[src/hdl/tcld_pkg.sv]
// shared types, constants and the arctangent table of the lock-in detector
package tcld_pkg;

  localparam int unsigned SAMPLE_BITS     = 12;
  localparam int unsigned CHANNELS        = 3;
  localparam int unsigned CH_W            = 2;
  localparam int unsigned REF_W           = 16;
  localparam int unsigned IDX_W           = 10;
  localparam int unsigned DIFF_W          = SAMPLE_BITS + 1;
  localparam int unsigned PROD_W          = DIFF_W + REF_W;
  localparam int unsigned ACC_W           = 48;
  localparam int unsigned HALF_W          = ACC_W / 2;
  localparam int unsigned SQ_W            = 2 * ACC_W + 2;
  localparam int unsigned ROOT_W          = SQ_W / 2;
  localparam int unsigned AMP_W           = 28;
  localparam int unsigned PHASE_W         = 16;
  localparam int unsigned CORDIC_STEPS    = 22;
  localparam int unsigned ROT_W           = ACC_W + 4;
  localparam int unsigned ANG_W           = 26;
  localparam int unsigned DEF_TABLE_DEPTH = 1024;
  localparam int unsigned DEF_NUM_PRESETS = 2;
  localparam logic [SAMPLE_BITS-1:0] OFFSET_RESET = SAMPLE_BITS'(2048);

  localparam logic KIND_SAMPLE = 1'b0;
  localparam logic KIND_LOAD   = 1'b1;

  typedef struct packed {
    logic                    kind;
    logic                    preset;
    logic [IDX_W-1:0]        ref_index;
    logic signed [REF_W-1:0] ref_cos;
    logic signed [REF_W-1:0] ref_sin;
    logic [SAMPLE_BITS-1:0]  sample_a;
    logic [SAMPLE_BITS-1:0]  sample_b;
    logic [SAMPLE_BITS-1:0]  sample_c;
    logic                    last;
  } in_item_t;

  typedef struct packed {
    logic [CH_W-1:0]           channel;
    logic [AMP_W-1:0]          amplitude;
    logic signed [PHASE_W-1:0] phase;
    logic                      overrun;
    logic                      last_result;
  } out_item_t;

  typedef struct packed {
    logic start;
    logic ack;
  } fin_ctl_t;

  function automatic logic [21:0] atan_units(input logic [4:0] k);
    logic [21:0] r;
    unique case (k)
      5'd0:    r = 22'd2097152;
      5'd1:    r = 22'd1238021;
      5'd2:    r = 22'd654136;
      5'd3:    r = 22'd332050;
      5'd4:    r = 22'd166669;
      5'd5:    r = 22'd83416;
      5'd6:    r = 22'd41718;
      5'd7:    r = 22'd20860;
      5'd8:    r = 22'd10430;
      5'd9:    r = 22'd5215;
      5'd10:   r = 22'd2608;
      5'd11:   r = 22'd1304;
      5'd12:   r = 22'd652;
      5'd13:   r = 22'd326;
      5'd14:   r = 22'd163;
      5'd15:   r = 22'd81;
      5'd16:   r = 22'd41;
      5'd17:   r = 22'd20;
      5'd18:   r = 22'd10;
      5'd19:   r = 22'd5;
      5'd20:   r = 22'd3;
      5'd21:   r = 22'd1;
      default: r = 22'd0;
    endcase
    return r;
  endfunction

endpackage

[src/hdl/tcld_lane.sv]
// one channel lane: offset-removed sample times cosine and sine, into wide sums
module tcld_lane (
  input  logic                                clk_i,
  input  logic                                rst_ni,
  input  logic signed [tcld_pkg::DIFF_W-1:0]  diff_i,
  input  logic signed [tcld_pkg::REF_W-1:0]   cos_i,
  input  logic signed [tcld_pkg::REF_W-1:0]   sin_i,
  input  logic                                mul_en_i,
  input  logic                                acc_en_i,
  input  logic                                clr_i,
  output logic signed [tcld_pkg::ACC_W-1:0]   i_sum_o,
  output logic signed [tcld_pkg::ACC_W-1:0]   q_sum_o
);

  logic signed [tcld_pkg::PROD_W-1:0] pc_q, ps_q;
  logic signed [tcld_pkg::ACC_W-1:0]  i_q, q_q;

  always_ff @(posedge clk_i) begin
    if (mul_en_i) begin
      pc_q <= diff_i * cos_i;
      ps_q <= diff_i * sin_i;
    end
  end

  always_ff @(posedge clk_i or negedge rst_ni) begin
    if (!rst_ni) begin
      i_q <= '0;
      q_q <= '0;
    end else if (clr_i) begin
      i_q <= '0;
      q_q <= '0;
    end else if (acc_en_i) begin
      i_q <= i_q + tcld_pkg::ACC_W'(pc_q);
      q_q <= q_q + tcld_pkg::ACC_W'(ps_q);
    end
  end

  assign i_sum_o = i_q;
  assign q_sum_o = q_q;

endmodule

[config.mk]
export PLATFORM = sky130hd
export DESIGN_NAME = tcld_lane
export DESIGN_NICKNAME = d
export VERILOG_FILES = /design/src/hdl/tcld_pkg.sv /design/src/hdl/tcld_lane.sv
export SDC_FILE = /design/constraint.sdc
export NUM_CORES = 2
export LEC_CHECK = 0
export BUFFER_PORTS_ARGS = -buffer_cell sky130_fd_sc_hd__buf_4
export CAP_MARGIN = 20
export CORE_MARGIN = 2
export CORE_UTILIZATION = 57
export CTS_CLUSTER_SIZE = 20
export DETAILED_ROUTE_END_ITERATION = 7
export GPL_TIMING_DRIVEN = 0
export PLACE_DENSITY = 0.79
export SLEW_MARGIN = 30
export SYNTH_ARGS = -nofsm -noshare
export SYNTH_HDL_FRONTEND = slang
export SYNTH_SLANG_ARGS = --single-unit
[constraint.sdc]
create_clock -name clk_i -period 6.5 [get_ports clk_i]
set_input_delay 1.3 -clock clk_i [delete_from_list [all_inputs] [get_ports clk_i]]
set_output_delay 1.3 -clock clk_i [all_outputs]
set_load 0.005 [all_outputs]
==> results.toml <==
[worst_hold_path]
hold_start = "q_sum_o[33]$_DFFE_PN0P_"
hp-class = "reg -> reg"

[global_routing]
grt_overflow = 0
grt.total_usage_pct = 29.9
grt_max_degree = 97
antenna_found_initial = 2
grt_pass1_vias = 21200
grt_first_pass_wirelength_mm = 110

[detailed_routing]
dr.max_layer_used = "met5"
initialDrtViolationCount = 1430
dr_wl_met3_mm = 5.31
wl_per_cell_um = 19.7
ant_nets = 0
drcViolationCount = 0
viasPerCell = 5.82
drt_pass1_iterations = 6
via_count = 20600
routed_wl_mm = 69.5
wl_met1_mm = 28.0
dr_wl_met2_mm = 33.6

[logic_synthesis]
yosysWarnings = 0
synth-seq-cells = 154
syn-num-nets = 3413
yosysTopAreaCellShare_pct = 30.6
ys_types = 94
syn_inst = 2731
ys_seq_area_share_pct = 16.2
synthTopCellsByArea = "fa_1 (31%), ha_1 (12%), dfrtp_1 (9.4%)"
synth-main-ff-cell = "dfrtp_1"
asyncSetResetFlopFracSynth_pct = 62.3
syn_area_sq_um = 25600
synth_area_leader_cell = "fa_1"
avgSynthCellArea_sq_um = 9.39
synth_edf_count = 58

[final_layout]
drive_gt1_share_pct = 15.1
nNetsFinal = 3613
multiInputGateArea_sq_um = 20200
area_growth_syn_to_layout_pct = 15.8
regArea_sq_um = 4140
fill_cells = 3533
stdcell_area_sq_um = 29700

[critical_path]
path_cells = "buf_4 > clkbuf_8 > nand2_1 > fa_1 > fa_1 > inv_1 > fa_1 > fa_1 > fa_1 > fa_1 > ha_4 > a21oi_4 > nor2b_4 > buf_6 > nor2_4 > o21ai_1 > o21bai_4 > nand4_1 > a31oi_2 > a211oi_2 > a21oi_2 > xnor2_2"
cp_data_arrival_time_ns = 6.96
start_kind = "primary input"
startpoint = "diff_i[5]"
end_kind = "register"
path_max_fanout = 10
timing.rr.start = "ps_q[28]$_DFFE_PP_"
cp_top_family = "adder cells"
cp.buffers_inverters = 4
required_ns = 6.72
max_stage_delay_ns = 0.57
crit_top_cell = "fa_1"
path_class = "in -> reg"
worst_path_max_delay_cell = "fa_1"

[place]
dp_hpwl_mm = 54.4
post-place-ws_ns = -1.24
port-buffer-count = 145
gp_congestion = 0.962
postPlaceCellArea_sq_um = 27600

[clocking]
tritoncts = "yes"
clk_latency_ns = 0.44
clk_pin_slew_ns = 0.07
htreeDepth = 4
cts_sinks = 154
cts_buffers = 17
cts_buffer_depth = 2
cts_root_buf = "clkbuf_16"

[floorplan]
die_w_um = 216
die_area_sq_um = 46700
ios = 146
chipHeight_um = 216
coreArea_sq_um = 44300
fp-row-count = 77
start_util_pct = 57.9

[status]
violations = "setup timing"
status = "complete, but fails checks"

[sta]
skew_ns = 0.0116
maxSlewViolCount = 0
setup_violations = 3
fin_crit_sh_pct = 104
rsz0062_at_grt = "yes"
period_minus_slack_ns = 6.74
worst_slew_pin_slew_ns = 0.948
fin_ws_ns = -0.240
final-hold-violation-count = 0
relSlewSlack_pct = 36.8
fmax_mhz = 148

[job]
cap_violations = 0
-- cells in the mapped netlist, types with 6 or more instances --
library cell  instances
o211ai_1              9
nor2b_1              20
inv_1               431
a211o_1               6
a31oi_1              11
a22o_1               14
nand2b_1             18
a211oi_1             18
nand3b_1              7
and2_1              177
o21a_1               19
mux2i_1              61
nor3_1               21
dfrtp_1              96
ha_1                240
a21oi_1             138
o21bai_1             20
buf_1                 6
nand2_1             279
o21ai_0              35
nand4_1              16
o21ai_1              20
a21o_1               81
and3_1               11
nor3b_1               7
nand3_1              23
clkbuf_1             96
xor2_1               41
fa_1                392
xnor2_1              99
edfxtp_1             58
nor2_1              147
a41oi_1               6
-- cell type report --
type | count | area share, %
Antenna cell | 1 | 0.00843
Buffer | 105 | 3.26
Clock buffer | 17 | 1.43
Clock inverter | 14 | 0.497
Inverter | 431 | 5.46
Multi-Input combinational cell | 2036 | 68.0
Sequential cell | 154 | 14.0
Tap cell | 592 | 2.49
Timing Repair Buffer | 186 | 4.93
-- metal layers --
layer  vias to the layer above  GRT usage (%)
met5                         -              0
met4                         2           10.7
met2                       886           50.1
li1                       9258              -
met1                     10200           38.8
met3                       192           5.64
-- registers in the layout, indices dropped and copies added, names as in the netlist --
| register | flops |
|---|---|
| i_sum_o | 48 |
| q_sum_o | 48 |
| pc_q | 29 |
| ps_q | 29 |
-- worst paths after layout --
kind                                      endpoint  slack [ns]  depth (start not counted)
min                        q_sum_o[33]$_DFFE_PN0P_        0.55                          1
max in group asynchronous  q_sum_o[22]$_DFFE_PN0P_        4.98                          1
min in group asynchronous  i_sum_o[19]$_DFFE_PN0P_        0.94                          1
min reg2reg                q_sum_o[33]$_DFFE_PN0P_        0.55                          1
max                             pc_q[28]$_DFFE_PP_       -0.24                         22
max reg2reg                q_sum_o[44]$_DFFE_PN0P_        2.89                         10
-- per-stage QoR --
stage | TNS, ns | instances | util [%] | hold slack (ns)
final | -0.614 | 3536 | 67.0 | 0.552
after global routing | -1.47 | 3536 | 67.0 | 0.570
after CTS | -0.332 | 3519 | 65.6 | 0.550
after detailed placement | -18.36 | 3468 | 62.3 | 0.535
after global placement | -16.33 | 3468 | 62.3 | 0.525
after floorplan | -0.229 | 2731 | - | 0.515
-- kinds of logic after synthesis --
logic type                 synth area share [%]
adders and majority gates                  42.3
xor gates and xnor gates                   4.78
AOI/OAI and AO/OA                          11.8
buffers and inverters                      8.07
DFF                                        16.2
and+or+nand+nor                            14.5
muxes                                      2.42
-- layout by cell type, fill, tap and decap left out, types with 14 or more instances in the layout --
master / n
inv_1: 416
fa_1: 379
nand2_1: 277
ha_1: 215
buf_4: 180
and2_1: 161
nor2_1: 143
a21oi_1: 127
dfrtp_1: 96
xnor2_1: 91
a21o_1: 81
mux2i_1: 61
edfxtp_1: 58
xor2_1: 40
o21ai_0: 33
clkbuf_1: 31
clkbuf_16: 27
ha_4: 24
nand3_1: 22
nor3_1: 21
o21a_1: 19
clkbuf_8: 18
buf_6: 18
nand2b_1: 18
o21bai_1: 18
o21ai_1: 17
and2_4: 16
nor2b_1: 16
nand4_1: 16
inv_2: 14
a211oi_1: 14
a22o_1: 14
-- timing repair --
action | 4_1_cts | 5_1_grt
setup endpoints to repair | 20 | 12
cloned | 1 | 0
pin swaps | 48 | 64
hold buffers | 0 | 0
setup buffers | 22 | 17
gates resized for setup | 177 | 145
Power is left out: the tool's default activity adds up to more than one toggle a clock period on the data nets, which glitch-free logic cannot reach.
