==> config.mk <==
export PLATFORM = sky130hd
export DESIGN_NAME = tcld_finish
export DESIGN_NICKNAME = d
export VERILOG_FILES = /design/src/hdl/tcld_pkg.sv /design/src/hdl/tcld_finish.sv
export SDC_FILE = /design/constraint.sdc
export NUM_CORES = 2
export LEC_CHECK = 0
export BUFFER_PORTS_ARGS = -buffer_cell sky130_fd_sc_hd__buf_2
export CAP_MARGIN = 20
export CORE_ASPECT_RATIO = 1.4
export CORE_MARGIN = 2
export CORE_UTILIZATION = 50
export CTS_CLUSTER_DIAMETER = 150
export DETAILED_ROUTE_END_ITERATION = 10
export PLACE_DENSITY = 0.64
export SLEW_MARGIN = 20
export SYNTH_ARGS = -nofsm -noshare
export SYNTH_HDL_FRONTEND = slang
export SYNTH_SLANG_ARGS = --single-unit
==> constraint.sdc <==
create_clock -name clk_i -period 12.6 [get_ports clk_i]
set_clock_uncertainty 0.2 [all_clocks]
set_input_delay 2.52 -clock clk_i [delete_from_list [all_inputs] [get_ports clk_i]]
set_output_delay 2.52 -clock clk_i [all_outputs]
set_load 0.1 [all_outputs]
==> src/hdl/tcld_pkg.sv <==
// shared types, constants and the arctangent table of the lock-in detector
package tcld_pkg;

  localparam int unsigned SAMPLE_BITS     = 12;
  localparam int unsigned CHANNELS        = 3;
  localparam int unsigned CH_W            = 2;
  localparam int unsigned REF_W           = 16;
  localparam int unsigned IDX_W           = 10;
  localparam int unsigned DIFF_W          = SAMPLE_BITS + 1;
  localparam int unsigned PROD_W          = DIFF_W + REF_W;
  localparam int unsigned ACC_W           = 48;
  localparam int unsigned HALF_W          = ACC_W / 2;
  localparam int unsigned SQ_W            = 2 * ACC_W + 2;
  localparam int unsigned ROOT_W          = SQ_W / 2;
  localparam int unsigned AMP_W           = 28;
  localparam int unsigned PHASE_W         = 16;
  localparam int unsigned CORDIC_STEPS    = 22;
  localparam int unsigned ROT_W           = ACC_W + 4;
  localparam int unsigned ANG_W           = 26;
  localparam int unsigned DEF_TABLE_DEPTH = 1024;
  localparam int unsigned DEF_NUM_PRESETS = 2;
  localparam logic [SAMPLE_BITS-1:0] OFFSET_RESET = SAMPLE_BITS'(2048);

  localparam logic KIND_SAMPLE = 1'b0;
  localparam logic KIND_LOAD   = 1'b1;

  typedef struct packed {
    logic                    kind;
    logic                    preset;
    logic [IDX_W-1:0]        ref_index;
    logic signed [REF_W-1:0] ref_cos;
    logic signed [REF_W-1:0] ref_sin;
    logic [SAMPLE_BITS-1:0]  sample_a;
    logic [SAMPLE_BITS-1:0]  sample_b;
    logic [SAMPLE_BITS-1:0]  sample_c;
    logic                    last;
  } in_item_t;

  typedef struct packed {
    logic [CH_W-1:0]           channel;
    logic [AMP_W-1:0]          amplitude;
    logic signed [PHASE_W-1:0] phase;
    logic                      overrun;
    logic                      last_result;
  } out_item_t;

  typedef struct packed {
    logic start;
    logic ack;
  } fin_ctl_t;

  function automatic logic [21:0] atan_units(input logic [4:0] k);
    logic [21:0] r;
    unique case (k)
      5'd0:    r = 22'd2097152;
      5'd1:    r = 22'd1238021;
      5'd2:    r = 22'd654136;
      5'd3:    r = 22'd332050;
      5'd4:    r = 22'd166669;
      5'd5:    r = 22'd83416;
      5'd6:    r = 22'd41718;
      5'd7:    r = 22'd20860;
      5'd8:    r = 22'd10430;
      5'd9:    r = 22'd5215;
      5'd10:   r = 22'd2608;
      5'd11:   r = 22'd1304;
      5'd12:   r = 22'd652;
      5'd13:   r = 22'd326;
      5'd14:   r = 22'd163;
      5'd15:   r = 22'd81;
      5'd16:   r = 22'd41;
      5'd17:   r = 22'd20;
      5'd18:   r = 22'd10;
      5'd19:   r = 22'd5;
      5'd20:   r = 22'd3;
      5'd21:   r = 22'd1;
      default: r = 22'd0;
    endcase
    return r;
  endfunction

endpackage

==> src/hdl/tcld_finish.sv <==
// shared finishing unit: magnitude by square root and division, phase by cordic
module tcld_finish #(
  parameter int unsigned CNT_W = 11
) (
  input  logic                                clk_i,
  input  logic                                rst_ni,
  input  tcld_pkg::fin_ctl_t                  ctl_i,
  input  logic signed [tcld_pkg::ACC_W-1:0]   i_sum_i,
  input  logic signed [tcld_pkg::ACC_W-1:0]   q_sum_i,
  input  logic [CNT_W-1:0]                    count_i,
  output logic                                done_o,
  output logic [tcld_pkg::AMP_W-1:0]          amplitude_o,
  output logic signed [tcld_pkg::PHASE_W-1:0] phase_o
);

  localparam int unsigned ACC_W  = tcld_pkg::ACC_W;
  localparam int unsigned HALF_W = tcld_pkg::HALF_W;
  localparam int unsigned SQ_W   = tcld_pkg::SQ_W;
  localparam int unsigned ROOT_W = tcld_pkg::ROOT_W;
  localparam int unsigned ROT_W  = tcld_pkg::ROT_W;
  localparam int unsigned ANG_W  = tcld_pkg::ANG_W;
  localparam int unsigned AMP_W  = tcld_pkg::AMP_W;
  localparam int unsigned REM_W  = ROOT_W + 3;

  localparam logic [2:0] F_IDLE = 3'd0;
  localparam logic [2:0] F_SQ   = 3'd1;
  localparam logic [2:0] F_ROOT = 3'd2;
  localparam logic [2:0] F_DIV  = 3'd3;
  localparam logic [2:0] F_NORM = 3'd4;
  localparam logic [2:0] F_ROT  = 3'd5;
  localparam logic [2:0] F_DONE = 3'd6;

  localparam logic [5:0] SQ_LAST   = 6'd6;
  localparam logic [5:0] ROOT_LAST = 6'(ROOT_W - 1);
  localparam logic [5:0] ROT_LAST  = 6'(tcld_pkg::CORDIC_STEPS - 1);

  localparam logic signed [ROT_W-1:0] NORM_HI = ROT_W'(64'sd35184372088831);
  localparam logic signed [ROT_W-1:0] NORM_LO = -NORM_HI;

  logic [2:0] state_q, state_d;
  logic [5:0] cnt_q, cnt_d;

  logic [ACC_W-1:0]          mag_i_q, mag_q_q;
  logic [CNT_W-1:0]          n_q;
  logic [2*HALF_W-1:0]       prod_q;
  logic [6:0]                sh_q;
  logic [SQ_W-1:0]           acc_q;
  logic [REM_W-1:0]          rem_q;
  logic [ROOT_W-1:0]         root_q;
  logic [CNT_W-1:0]          drem_q;
  logic signed [ROT_W-1:0]   cx_q, cy_q;
  logic signed [ANG_W-1:0]   cz_q;
  logic                      base_q;

  logic [HALF_W-1:0]         mul_a, mul_b;
  logic [6:0]                mul_sh;
  logic [REM_W-1:0]          rem_n, trial;
  logic [CNT_W:0]            drem_n;
  logic                      below_norm;
  logic signed [ROT_W-1:0]   xs, ys;
  logic signed [ANG_W-1:0]   ang, zr;
  logic signed [ACC_W-1:0]   neg_i, neg_q;

  always_comb begin
    unique case (cnt_q)
      6'd0: begin
        mul_a  = mag_i_q[HALF_W-1:0];
        mul_b  = mag_i_q[HALF_W-1:0];
        mul_sh = 7'd2;
      end
      6'd1: begin
        mul_a  = mag_i_q[HALF_W-1:0];
        mul_b  = mag_i_q[ACC_W-1:HALF_W];
        mul_sh = 7'(HALF_W + 3);
      end
      6'd2: begin
        mul_a  = mag_i_q[ACC_W-1:HALF_W];
        mul_b  = mag_i_q[ACC_W-1:HALF_W];
        mul_sh = 7'(2 * HALF_W + 2);
      end
      6'd3: begin
        mul_a  = mag_q_q[HALF_W-1:0];
        mul_b  = mag_q_q[HALF_W-1:0];
        mul_sh = 7'd2;
      end
      6'd4: begin
        mul_a  = mag_q_q[HALF_W-1:0];
        mul_b  = mag_q_q[ACC_W-1:HALF_W];
        mul_sh = 7'(HALF_W + 3);
      end
      6'd5: begin
        mul_a  = mag_q_q[ACC_W-1:HALF_W];
        mul_b  = mag_q_q[ACC_W-1:HALF_W];
        mul_sh = 7'(2 * HALF_W + 2);
      end
      default: begin
        mul_a  = '0;
        mul_b  = '0;
        mul_sh = '0;
      end
    endcase
  end

  assign rem_n  = {rem_q[REM_W-3:0], acc_q[SQ_W-1:SQ_W-2]};
  assign trial  = {1'b0, root_q, 2'b01};
  assign drem_n = {drem_q, root_q[ROOT_W-1]};
  assign below_norm = (cx_q >= NORM_LO) && (cx_q <= NORM_HI) &&
                      (cy_q >= NORM_LO) && (cy_q <= NORM_HI);
  assign xs     = cx_q >>> cnt_q[4:0];
  assign ys     = cy_q >>> cnt_q[4:0];
  assign ang    = ANG_W'(tcld_pkg::atan_units(cnt_q[4:0]));
  assign neg_i  = -i_sum_i;
  assign neg_q  = -q_sum_i;

  always_comb begin
    state_d = state_q;
    cnt_d   = cnt_q;
    unique case (state_q)
      F_IDLE: begin
        if (ctl_i.start) begin
          state_d = F_SQ;
          cnt_d   = '0;
        end
      end
      F_SQ: begin
        if (cnt_q == SQ_LAST) begin
          state_d = F_ROOT;
          cnt_d   = '0;
        end else begin
          cnt_d = cnt_q + 6'd1;
        end
      end
      F_ROOT: begin
        if (cnt_q == ROOT_LAST) begin
          state_d = F_DIV;
          cnt_d   = '0;
        end else begin
          cnt_d = cnt_q + 6'd1;
        end
      end
      F_DIV: begin
        if (cnt_q == ROOT_LAST) begin
          state_d = F_NORM;
          cnt_d   = '0;
        end else begin
          cnt_d = cnt_q + 6'd1;
        end
      end
      F_NORM: begin
        if (cy_q == '0) begin
          state_d = F_DONE;
        end else if (!below_norm) begin
          state_d = F_ROT;
          cnt_d   = '0;
        end
      end
      F_ROT: begin
        if (cnt_q == ROT_LAST) begin
          state_d = F_DONE;
        end else begin
          cnt_d = cnt_q + 6'd1;
        end
      end
      F_DONE: begin
        if (ctl_i.ack) begin
          state_d = F_IDLE;
        end
      end
      default: begin
        state_d = F_IDLE;
      end
    endcase
  end

  always_ff @(posedge clk_i or negedge rst_ni) begin
    if (!rst_ni) begin
      state_q <= F_IDLE;
      cnt_q   <= '0;
    end else begin
      state_q <= state_d;
      cnt_q   <= cnt_d;
    end
  end

  always_ff @(posedge clk_i) begin
    unique case (state_q)
      F_IDLE: begin
        if (ctl_i.start) begin
          mag_i_q <= i_sum_i[ACC_W-1] ? neg_i : i_sum_i;
          mag_q_q <= q_sum_i[ACC_W-1] ? neg_q : q_sum_i;
          n_q     <= count_i;
          acc_q   <= '0;
          rem_q   <= '0;
          root_q  <= '0;
          drem_q  <= '0;
          cz_q    <= '0;
          base_q  <= q_sum_i[ACC_W-1];
          if (q_sum_i[ACC_W-1]) begin
            cx_q <= -ROT_W'(q_sum_i);
            cy_q <= -ROT_W'(i_sum_i);
          end else begin
            cx_q <= ROT_W'(q_sum_i);
            cy_q <= ROT_W'(i_sum_i);
          end
        end
      end
      F_SQ: begin
        prod_q <= mul_a * mul_b;
        sh_q   <= mul_sh;
        if (cnt_q != '0) begin
          acc_q <= acc_q + (SQ_W'(prod_q) << sh_q);
        end
      end
      F_ROOT: begin
        acc_q <= acc_q << 2;
        if (rem_n >= trial) begin
          rem_q  <= rem_n - trial;
          root_q <= {root_q[ROOT_W-2:0], 1'b1};
        end else begin
          rem_q  <= rem_n;
          root_q <= {root_q[ROOT_W-2:0], 1'b0};
        end
      end
      F_DIV: begin
        if (drem_n >= {1'b0, n_q}) begin
          drem_q <= CNT_W'(drem_n - {1'b0, n_q});
          root_q <= {root_q[ROOT_W-2:0], 1'b1};
        end else begin
          drem_q <= CNT_W'(drem_n);
          root_q <= {root_q[ROOT_W-2:0], 1'b0};
        end
      end
      F_NORM: begin
        if (cy_q != '0 && below_norm) begin
          cx_q <= cx_q <<< 1;
          cy_q <= cy_q <<< 1;
        end
      end
      F_ROT: begin
        if (cy_q >= 0) begin
          cx_q <= cx_q + ys;
          cy_q <= cy_q - xs;
          cz_q <= cz_q + ang;
        end else begin
          cx_q <= cx_q - ys;
          cy_q <= cy_q + xs;
          cz_q <= cz_q - ang;
        end
      end
      default: begin
      end
    endcase
  end

  assign zr     = (cz_q + ANG_W'(128)) >>> 8;
  assign done_o = (state_q == F_DONE);

  always_comb begin
    if (n_q == '0) begin
      amplitude_o = '0;
    end else if (root_q[ROOT_W-1:AMP_W] != '0) begin
      amplitude_o = '1;
    end else begin
      amplitude_o = root_q[AMP_W-1:0];
    end
  end

  assign phase_o = tcld_pkg::PHASE_W'(zr) + {base_q, 15'd0};

endmodule

==> results.txt <==
Share of layout cells above drive strength 1 - 9.09%
Post-synth top area share - 20.7%
Largest net degree at the start of global routing - 131
Design area - 0.0767 mm2
Cell mode on critical path - fa_1
Initial antenna violation count - 28
Die Ht - 453 um
Worst Setup End Kind - flop
Synth Flop Type - edfxtp_1
CTS root buffer - clkbuf_16
Synth area leaders - edfxtp_1, fa_1, ha_1
Leak Pwr - 32.8 nW
Inst Count DP - 10,100
Cts repair resizes - 0
Fin nets - 9,339
CTS tree - yes
Synth Register Bits - 505
CP peak stage delay - 810 ps
Vias in the first global route - 67,600
Kind of critical path - flop to flop
Congestion Overflow GR - 0
Cts hold-fix bufs - 0
Worst slew margin - 15.8%
Worst vdd ir - 146 uV
Syn-to-layout area delta - 6.57%
Finished Layout Cells - 10,200
Cells after Synth - 8,387
Core ar. - 0.143 mm2
Hold Crit Class - flop to flop
Commonest cells in the netlist - nand2_1, inv_1, nor2_1
Synth area leader - edfxtp_1
Post-CTS setup buffer count - 0
Num CTS Buffers - 60
Asr flop ratio synth - 1.78%
DRC viols - 0
WP data required - 12,880 ps
Hold Slack - 363 ps
Design Power - 3.98 mW
Startpoint types - flop
First-pass DRT Iterations - 8
Cell Area, Placed - 0.0745 mm2
Clk_lat worst skew - 760 ps
Syn avg cell area - 8.58 um2
Netlist cell types - 102
Detailed placement HPWL - 254 mm
Total Routing Usage GR - 43.0%
Syn nets - 9,459
Tmin final - 11,200 ps
Maximum fanout along the worst path - 28
Via density - 6.58
Total negative slack - 0 ps
Worst Path Arrival - 11,480 ps
Final WS setup - 1400 ps
Pre-CTS setup slack - 1640 ps
Pwr Density - 51.9 mW/mm2
Vias - 67,400
First-pass GRT wire length - 461 mm
Tightest Pin Transition - 1260 ps
Sequential fraction of the synthesis area - 21.0%
CTS sink cnt - 505
Site Rows - 164
YS warnings - 0
Worst-path clk slew - 70 ps
Setup violators final - 0
Port Buffers - 155
DIE AREA - 0.147 mm2
Clock Path Buffers - 3
Routed Wire Length - 321 mm
Final core occ - 53.7%
Period utilisation layout - 88.9%
Final Hold Viols - 0
Global placer's final weighted congestion - 1.08
Max_cap viols - 0
Top-count cell post-synth - nand2_1
RSZ-0062 raised after global routing - no
Final Max Slew Viols - 0
Max Clock Freq - 89.3 MHz
I/O pins - 156
Initial Util - 50.4%
Initial DRC count - 6,637
Antenna Nets Post-Route - 0
Status - complete, no violations
EDFF count, synth - 496
Mapped Area - 0.0720 mm2
H-tree depth - 2
Die span in x - 325 um
WL/cell - 31.4 um
CP max stage cell - nand2_1
-- flip-flops by register name, summed over array words and instances (netlist names) --
name and flops:
prod_q 48, drem_q 11, root_q 49, base_q 1, state_q 3, cz_q 24, cx_q 52, acc_q 98
rem_q 50, mag_i_q 48, mag_q_q 48, cy_q 52, sh_q 4, n_q 11, cnt_q 6
-- where the power goes --
part	switching [mW]	total (mW)	internal, mW
clock	0.865	1.96	1.09
combinational	0.123	0.184	0.0617
sequential	0	1.84	1.84
total	0.987	3.98	2.99
-- path summary, 6_finish.rpt --
kind / from / endpoint / slack (ps) / cells past startpoint
setup reg to reg: cnt_q[0] / prod_q[45] / 1400 / 30
hold / removal: acc_q[51] / acc_q[53] / 360 / 2
setup / recovery: cnt_q[0] / prod_q[45] / 1400 / 30
hold reg to reg: acc_q[51] / acc_q[53] / 360 / 2
max in group asynchronous: rst_ni / state_q[0] / 10400 / 1
min in group asynchronous: rst_ni / cnt_q[1] / 1470 / 1
-- cell families after synthesis --
family / after synthesis / share of synthesized area, %
xor+xnor: 556 / 6.77
simple gates: 2533 / 15.7
flops: 505 / 21.0
buf+inv: 1287 / 7.10
compound gates: 2115 / 19.4
fa+ha+maj: 961 / 21.8
mux: 430 / 8.23
-- layout by cell type, fill, tap and decap left out, types with 60 or more instances in the layout --
cell type  synthesis  routed
or3_1             78      78
o22ai_1           74      74
a21o_1           244     244
buf_2             37     155
a22oi_1           81      81
nor3_1            92      90
nor2b_1           63      62
mux4_2           119     119
a22o_1            68      68
xor2_1           201     201
nand4_1           93      93
mux2i_1          216     216
inv_1            770     768
nand3_1          131     129
nand2_1         1022    1017
mux2_2            87      87
fa_1             487     487
o21ai_0          476     474
a21oi_1          466     465
o21a_1            71      71
buf_4             10     165
o31ai_1           63      63
edfxtp_1         496     496
ha_1             474     474
clkbuf_16          0      60
xnor2_1          355     355
nor2_1           749     742
nand2b_1          68      66
-- critical path, delay by kind of cell (launching register included) --
kind,cells,cell delay (ps)
XOR/XNOR,1,140
adder cells (fa/ha/maj),9,4630
AND/OR/NAND/NOR,5,1650
flip-flops,1,670
buffers and inverters,7,1210
AO/OA/AOI/OAI,8,2390
-- area by class of cell --
type,instances,area (um2)
diodes,15,37.5
clock buffers,67,1530
clock inverters,45,576
fillers,13400,66100
inverters,779,2930
multi-input cells,6595,52000
flip-flops and latches,505,15100
well taps,1909,2390
repair buffers,326,2110
-- metal layers --
layer	track usage, %	up-vias	part of all wire, %
li1	-	29400	-
met1	41.2	32800	31
met2	73.8	3618	48
met3	8.60	1485	7.0
met4	47.3	6	14
met5	0	-	0.011
(Power assumes the default switching activity.)
